### config.mk
export PLATFORM = sky130hd
export DESIGN_NAME = integer_to_roman_encoder
export DESIGN_NICKNAME = d
export VERILOG_FILES = /design/src/sv/i2r_pkg.sv /design/src/sv/integer_to_roman_encoder.sv
export SDC_FILE = /design/constraint.sdc
export NUM_CORES = 1
export LEC_CHECK = 0
export ABC_AREA = 1
export BUFFER_PORTS_ARGS = -buffer_cell sky130_fd_sc_hd__buf_2
export CAP_MARGIN = 20
export CELL_PAD_IN_SITES_DETAIL_PLACEMENT = 0
export CELL_PAD_IN_SITES_GLOBAL_PLACEMENT = 1
export CORE_AREA = 2 2 82 84
export DETAILED_ROUTE_END_ITERATION = 6
export DIE_AREA = 0 0 84 86
export PLACE_DENSITY = 0.89
export SKIP_LAST_GASP = 1
export SYNTH_ARGS = -nofsm -noshare
export SYNTH_HDL_FRONTEND = slang
export SYNTH_SLANG_ARGS = --single-unit
### constraint.sdc
create_clock -name clk -period 3.3 [get_ports clk]
set_input_delay 0.495 -clock clk [delete_from_list [all_inputs] [get_ports clk]]
set_output_delay 0.495 -clock clk [all_outputs]
set_load 0.005 [all_outputs]
### src/sv/i2r_pkg.sv
// ----------------------------------------------------------------------------
// i2r_pkg: Roman numeral encoder definitions
// Greedy numeral table: each entry has a weight, a leading symbol and,
// for subtractive pairs, a second symbol.
// ----------------------------------------------------------------------------
package i2r_pkg;

	localparam int ValueW = 12;
	localparam int SymW   = 8;
	localparam int IdxW   = 4;

	localparam logic [ValueW-1:0] MaxValid = ValueW'(3999);

	localparam logic [SymW-1:0] SymNone = 8'h00;
	localparam logic [SymW-1:0] SymM    = 8'h4D;
	localparam logic [SymW-1:0] SymD    = 8'h44;
	localparam logic [SymW-1:0] SymC    = 8'h43;
	localparam logic [SymW-1:0] SymL    = 8'h4C;
	localparam logic [SymW-1:0] SymX    = 8'h58;
	localparam logic [SymW-1:0] SymV    = 8'h56;
	localparam logic [SymW-1:0] SymI    = 8'h49;

	typedef struct packed {
		logic [ValueW-1:0] weight;
		logic [SymW-1:0]   sym_a;
		logic [SymW-1:0]   sym_b;
		logic              pair;
	} entry_t;

	// Entries ordered from the largest weight down; the last entry is one.
	function automatic entry_t table_entry(input logic [IdxW-1:0] idx);
		entry_t e;
		e = '{weight: ValueW'(1), sym_a: SymI, sym_b: SymNone, pair: 1'b0};
		unique case (idx)
			4'd0:  e = '{weight: ValueW'(1000), sym_a: SymM, sym_b: SymNone, pair: 1'b0};
			4'd1:  e = '{weight: ValueW'(900),  sym_a: SymC, sym_b: SymM,    pair: 1'b1};
			4'd2:  e = '{weight: ValueW'(500),  sym_a: SymD, sym_b: SymNone, pair: 1'b0};
			4'd3:  e = '{weight: ValueW'(400),  sym_a: SymC, sym_b: SymD,    pair: 1'b1};
			4'd4:  e = '{weight: ValueW'(100),  sym_a: SymC, sym_b: SymNone, pair: 1'b0};
			4'd5:  e = '{weight: ValueW'(90),   sym_a: SymX, sym_b: SymC,    pair: 1'b1};
			4'd6:  e = '{weight: ValueW'(50),   sym_a: SymL, sym_b: SymNone, pair: 1'b0};
			4'd7:  e = '{weight: ValueW'(40),   sym_a: SymX, sym_b: SymL,    pair: 1'b1};
			4'd8:  e = '{weight: ValueW'(10),   sym_a: SymX, sym_b: SymNone, pair: 1'b0};
			4'd9:  e = '{weight: ValueW'(9),    sym_a: SymI, sym_b: SymX,    pair: 1'b1};
			4'd10: e = '{weight: ValueW'(5),    sym_a: SymV, sym_b: SymNone, pair: 1'b0};
			4'd11: e = '{weight: ValueW'(4),    sym_a: SymI, sym_b: SymV,    pair: 1'b1};
			default: e = '{weight: ValueW'(1),  sym_a: SymI, sym_b: SymNone, pair: 1'b0};
		endcase
		return e;
	endfunction

endpackage

### src/sv/integer_to_roman_encoder.sv
// ----------------------------------------------------------------------------
// integer_to_roman_encoder: value to Roman numeral character stream
// Converts a 12-bit value into ASCII numeral characters, one per request.
// ----------------------------------------------------------------------------
// Usage:
//   Input channel (in_valid/in_stall, value) takes one value per request.
//   in_stall is high while a value is being encoded; the next value is taken
//   once the last character of the current one is in the output register.
//   Output channel (out_valid/out_stall, symbol/last/invalid) gives one
//   character per request, most significant symbol first, last set on the
//   final character. A value of 0 or above 3999 gives a single request with
//   symbol 0, last 1 and invalid 1.
//   Structure: one shared compare/subtract unit walks a 13-entry numeral table.
//   Each step it either emits one character or moves to the next entry, so
//   a value gives n characters and skips k entries (k <= 12).
//   While out_stall is high and the output register is full the sequencer
//   emits nothing, though it may still move to the next entry. Reset clears
//   the sequencer and empties the output register.
// ----------------------------------------------------------------------------
module integer_to_roman_encoder
	import i2r_pkg::*;
(
	input  logic              clk,
	input  logic              arst_n,
	input  logic              in_valid,
	output logic              in_stall,
	input  logic [ValueW-1:0] value,
	output logic              out_valid,
	input  logic              out_stall,
	output logic [SymW-1:0]   symbol,
	output logic              last,
	output logic              invalid
);

	typedef enum logic [1:0] {ST_IDLE, ST_RUN, ST_BAD} state_t;

	state_t            state_q;
	logic [ValueW-1:0] rem_q;
	logic [IdxW-1:0]   idx_q;
	logic              second_q;
	logic              out_valid_q;
	logic [SymW-1:0]   symbol_q;
	logic              last_q;
	logic              invalid_q;

	entry_t          ent;
	logic [ValueW:0] diff;
	logic            ge;
	logic            slot;
	logic            emit;

	// Shared compare/subtract unit against the current table entry.
	always_comb begin
		ent  = table_entry(idx_q);
		diff = {1'b0, rem_q} - {1'b0, ent.weight};
		ge   = ~diff[ValueW];
		slot = ~out_valid_q | ~out_stall;
		emit = slot & ((state_q == ST_BAD) |
			((state_q == ST_RUN) & (second_q | ge)));
	end

	always_ff @(posedge clk or negedge arst_n) begin
		if (!arst_n) begin
			state_q     <= ST_IDLE;
			rem_q       <= '0;
			idx_q       <= '0;
			second_q    <= 1'b0;
			out_valid_q <= 1'b0;
			symbol_q    <= SymNone;
			last_q      <= 1'b0;
			invalid_q   <= 1'b0;
		end else begin
			if (emit) begin
				out_valid_q <= 1'b1;
			end else if (out_valid_q && !out_stall) begin
				out_valid_q <= 1'b0;
			end
			unique case (state_q)
				ST_IDLE: begin
					if (in_valid) begin
						rem_q    <= value;
						idx_q    <= '0;
						second_q <= 1'b0;
						if (value == '0 || value > MaxValid) begin
							state_q <= ST_BAD;
						end else begin
							state_q <= ST_RUN;
						end
					end
				end
				ST_BAD: begin
					if (slot) begin
						symbol_q    <= SymNone;
						last_q      <= 1'b1;
						invalid_q   <= 1'b1;
						state_q     <= ST_IDLE;
					end
				end
				ST_RUN: begin
					if (second_q) begin
						// finish a subtractive pair; remainder already reduced
						if (slot) begin
							symbol_q    <= ent.sym_b;
							last_q      <= (rem_q == '0);
							invalid_q   <= 1'b0;
							second_q    <= 1'b0;
							if (rem_q == '0) begin
								state_q <= ST_IDLE;
							end
						end
					end else if (ge) begin
						if (slot) begin
							symbol_q    <= ent.sym_a;
							last_q      <= ~ent.pair & (diff[ValueW-1:0] == '0);
							invalid_q   <= 1'b0;
							rem_q       <= diff[ValueW-1:0];
							if (ent.pair) begin
								second_q <= 1'b1;
							end else if (diff[ValueW-1:0] == '0) begin
								state_q <= ST_IDLE;
							end
						end
					end else begin
						// advance to the next smaller weight
						idx_q <= idx_q + IdxW'(1);
					end
				end
				default: begin
					state_q <= ST_IDLE;
				end
			endcase
		end
	end

	assign in_stall  = (state_q != ST_IDLE);
	assign out_valid = out_valid_q;
	assign symbol    = symbol_q;
	assign last      = last_q;
	assign invalid   = invalid_q;

endmodule

Yosys cells after proc, flatten, opt, wreduce, memory -nomap -nowiden. Memories as Yosys holds them, arrays and structs flattened. Index checks and enable logic that the tools add are counted. W data, S select, Z words.

Reduce and logical (&&, ||, !) cells: 17. Equality and inequality tests: 12. $lt $le $gt $ge: 1. Bitwise gates (word level): 10. Multiplexer cells: 45. Add/sub/neg operators: 2.

Operators with widths (number): $mux W12 (4); $mux W8 (5); $logic_not A12 Y1 (3); $pmux W12 S2 (1); $mux W2 (10); $mux W1 (16); $pmux W8 S2 (1); $sub A12 B12 Y13 (1); $gt A12 B12 Y1 const B (1); $mux W4 (3); $ne A2 B2 Y1 const B (6); $pmux W4 S2 (1); $reduce_and A4 Y1 (2); $reduce_bool A2 Y1 (4); $reduce_and A7 Y1 (1); $ne A3 B2 Y1 const B (2); $ne A3 B3 Y1 const B (2); $pmux W1 S2 (3); $pmux W2 S3 (1); $reduce_and A5 Y1 (1); $add A4 B1 Y4 const B (1); $not A1 Y1 (4); $and A1 B1 Y1 (3); $or A1 B1 Y1 (3); other kinds (8) (8).

Logic and storage cells: 96. Input bits: 16. Output and inout bits: 12. Flip-flop bits (word level): 30. Memories kept: 1. Bits in read-only memories: 352.

Memory list: (no name shown) (depth 16, width 22, read ports 1, clocked after memory_dff 0, write ports 0, RTL line i2r_pkg.sv:34) `unique case (idx)`.

Depth between registers and ports, before layout. An unclocked memory read counts as a cell.

Depth after elaboration: 9. Gate-level depth with buffers: 21. Mapped depth without buffers: 21.

Worst setup path before layout. Ideal clock, no wire load.

Path type: register -> register. From: register idx_q[0]. To: register state_q[0]. Cell stages (with the launch flop): 22. Required time: 3.183 ns. Arrival: 2.635 ns. Slack: 0.548 ns. Cells stage by stage: dfrtp_1 > inv_1 > ha_1 > inv_1 > nor2_1 > o21ai_0 > inv_1 > fa_1 > inv_1 > nand2_1 > nand2_1 > nand2_1 > nand2_1 > nand3_1 > nor2_1 > nand2_1 > nor2_1 > nand3_1 > nand2_1 > nand2_1 > nand2_1 > nand2_1.

Word-level cells in the longest chain between the ends: 5.

Ends and longest elaborated chain: start: declaration (RTL line integer_to_roman_encoder.sv:39) `logic [IdxW-1:0] idx_q;`; start signal: assignment (RTL line integer_to_roman_encoder.sv:125) `idx_q <= idx_q + IdxW'(1);`; $mem_v2 Z16 W22 (*); $sub A12 B12 Y13 (RTL line integer_to_roman_encoder.sv:55) `diff = {1'b0, rem_q} - {1'b0, ent.weight};`; $logic_not A12 Y1 (RTL line integer_to_roman_encoder.sv:119) `end else if (diff[ValueW-1:0] == '0) begin`; $ne A3 B2 Y1 (no line); $reduce_and A7 Y1 (no line) (*); end signal: assignment (RTL line integer_to_roman_encoder.sv:64) `state_q <= ST_IDLE;`; end signal: assignment (RTL line integer_to_roman_encoder.sv:120) `state_q <= ST_IDLE;`; end signal: assignment (RTL line integer_to_roman_encoder.sv:129) `state_q <= ST_IDLE;`; end: declaration (RTL line integer_to_roman_encoder.sv:37) `state_t state_q;`.

Mark *: on every way between the ends. The rest lies on a longest branch, timed or not. A chain may end at the register's enable or synchronous reset.

Final worst setup path. Same ends and word-level chain as after synthesis.

==> results.ini <==
[clocking]
cts_buffer_depth = 2
postCtsSetupBuffers = 0
root_buffer = clkbuf_8
clk_pin_slew_ps = 100
cts-htree-levels = 1
cts_hold_buffers = 0
cts_tree = built
cts_buffers = 3
cts.sinks = 28
clock_latency_ps = 280

[floorplan]
core_sq_um = 6277
die-area_sq_um = 7224
fp.dieW_um = 84
num_rows = 29
start_util_pct = 41.00
die_h_um = 86
io_pins = 28

[synthesis]
synth.largest_area_cell = dfrtp_1
yosysWarnings = 0
synth_area_per_cell_sq_um = 6.549
synth_top_area_share_pct = 27.22
synth-async-reset-ratio_pct = 100.0
synthMostInstantiatedCell = nand2_1
netlist_area_sq_um = 2574
ys_top_cells_by_area = dfrtp_1, nand2_1, ha_1
synth-seq-cells = 28
ys_types = 43
synth_edf_count = 0
yosys_most_used_dff = dfrtp_1
synth_common_cells = nand2_1, inv_1, nor2_1
synth_seq_area_share_pct = 27.22
synthCells = 393

[finish]
final_layout_size_suffix_gt1_share_pct = 15.31
layout.nets = 454
multi_input_area_sq_um = 1575
fill_cells = 664
antenna_cells = 0
ff_latch_area_sq_um = 701.9
area_growth_pct = 9.285

[critical_path]
reg2regPathDepth = 20
critPathRequiredTime_ps = 3480
worstPathMaxFanout = 7
worstSetupEndpointType = flip-flop
start_kind = flip-flop
critPathArrivalTime_ps = 3060
crit_type = reg -> reg

[global_routing]
grt-ovfl-total = 0
grt_first_pass_wirelength_mm = 11.19
grt_max_degree = 29
antenna_found_initial = 0
grt.total_usage_pct = 19.31
grt_pass1_vias = 2429

[pwr]
total_power_mw = 3.258
p_per_area_nw_per_um2 = 1158
ir_drop_v = 0.0004892
leakage_nw = 1.546

[sta]
slew_viol_final = 0
max_freq_mhz = 347.7
rsz0062_at_grt = no
slew_headroom_pct = 54.63
final_hold_viol_count = 0
worst_pin_slew_ps = 680.6
fin_crit_sh_pct = 87.14
tns_ps = 0
finalSetupViolCount = 0
post-route-min-period_ps = 2876
clock_skew_ps = 1.477

[place]
port-buffer-count = 25
hpwl_mm = 5.344
routabilityCongestion = 0.9215

[routing]
drc = 0
wl_mm = 6.663
via_per_inst = 5.170
first_pass_iters = 5
drt.antenna.violating_nets = 0
wire_per_inst_um = 13.46
drtIter0Drc = 119
num_vias = 2559

[hold_path]
min_path_type = in -> async

[run_status]
status = complete, no violations

[flow_run]
max-cap-violations = 0

==> power by group <==
part / total (mW) / leakage (nW) / internal [mW] / switching [mW]
sequential: 0.614 / 0.352 / 0.497 / 0.117
combinational: 2.45 / 1.17 / 0.827 / 1.62
clock: 0.198 / 0.0216 / 0.0823 / 0.116
total: 3.26 / 1.55 / 1.41 / 1.85
==> what timing repair did <==
action | 4_1_cts | 5_1_grt
endpoints found under the hold margin | 0 | 0
endpoints found under the setup margin | 0 | 9
gates resized for setup | 0 | 3
==> cell usage in the layout, fill, tap and decap left out, types with 2 or more instances in the layout <==
| cell type | n |
|---|---|
| a21oi_1 | 10 |
| a32oi_1 | 2 |
| buf_2 | 25 |
| buf_4 | 5 |
| clkbuf_8 | 3 |
| clkinv_1 | 4 |
| conb_1 | 2 |
| dfrtp_1 | 27 |
| ha_1 | 17 |
| inv_1 | 52 |
| inv_2 | 5 |
| nand2_1 | 133 |
| nand2_2 | 6 |
| nand3_1 | 17 |
| nand3_2 | 2 |
| nand3b_1 | 2 |
| nand4_1 | 9 |
| nor2_1 | 35 |
| nor2_2 | 2 |
| nor2_4 | 2 |
| nor4_1 | 4 |
| o211ai_2 | 6 |
| o21ai_0 | 15 |
| o21ai_1 | 9 |
| o21ai_2 | 3 |
| o22ai_1 | 4 |
| o32ai_1 | 2 |
==> registers in the layout, summed over array words and instances (netlist names) <==
name / flops
last: 1
out_valid: 1
second_q: 1
rem_q: 12
idx_q: 4
invalid: 1
symbol: 6
state_q: 2
==> cell families (layout without fill, tap and decap cells) <==
kind of cell | after synthesis | count (layout) | synth area share [%]
and+or+nand+nor | 215 | 215 | 36.02
AOI/OAI and AO/OA | 60 | 60 | 15.85
other | 1 | 2 | 0.1457
DFF | 28 | 28 | 27.22
adders and majority gates | 18 | 18 | 9.042
buffers and inverters | 71 | 95 | 11.72
==> metrics by stage <==
step / utilization, % / hold slack, ps / cells / instance area, sq um / setup slack (ps)
CTS: 44.79 / 276.8 / 495 / 2811 / 264.3
detailed placement: 44.13 / 465.6 / 492 / 2770 / 288.3
global placement: 44.13 / 463.6 / 492 / 2770 / 380.1
floorplan: - / 199.4 / 394 / 2577 / 547.9
finish: 44.81 / 241.8 / 495 / 2813 / 424.3
global route: 44.81 / 294.0 / 495 / 2813 / 31.06
==> worst max-delay path, cell delays in order, from the launching register on <==
cell	delay, ps
dfrtp_1	390
inv_1	190
ha_1	280
nor2_1	140
nor2_1	80
ha_1	220
fa_1	390
inv_1	130
nand2_1	60
nand2_1	100
nand2_1	60
nand2_1	70
nand3_1	70
nor2_1	80
nand2_1	60
nor2_1	90
nand3_1	100
nand2_1	120
nand2_1	70
nand2_1	50
nand2_1	50
==> routing by layer <==
layer | vias to the layer above | wire, um | global-route usage, %
met2 | 65 | 3063 | 33.31
met3 | 20 | 333 | 3.754
met1 | 1158 | 3077 | 24.34
met5 | - | 0 | 0
li1 | 1316 | - | -
met4 | 0 | 188 | 6.452
==> final timing paths <==
path / startpoint / slack (ps) / end
max: idx_q[0]$_DFFE_PN0P_ / 420 / state_q[0]$_DFFE_PN0P_
min reg2reg: symbol[1]$_DFFE_PN0P_ / 490 / symbol[1]$_DFFE_PN0P_
max reg2reg: idx_q[0]$_DFFE_PN0P_ / 420 / state_q[0]$_DFFE_PN0P_
min in group clk: symbol[1]$_DFFE_PN0P_ / 490 / symbol[1]$_DFFE_PN0P_
min: arst_n / 240 / symbol[2]$_DFFE_PN0P_
max in group asynchronous: arst_n / 2590 / idx_q[1]$_DFFE_PN0P_
==> cell type report <==
type	instances	share of cell area, %
inverters	62	8.363
well taps	77	3.425
flip-flops and latches	28	24.96
clock buffers	3	1.468
repair buffers	30	5.783
multi-input cells	295	56.01
(Power assumes the default switching activity.)
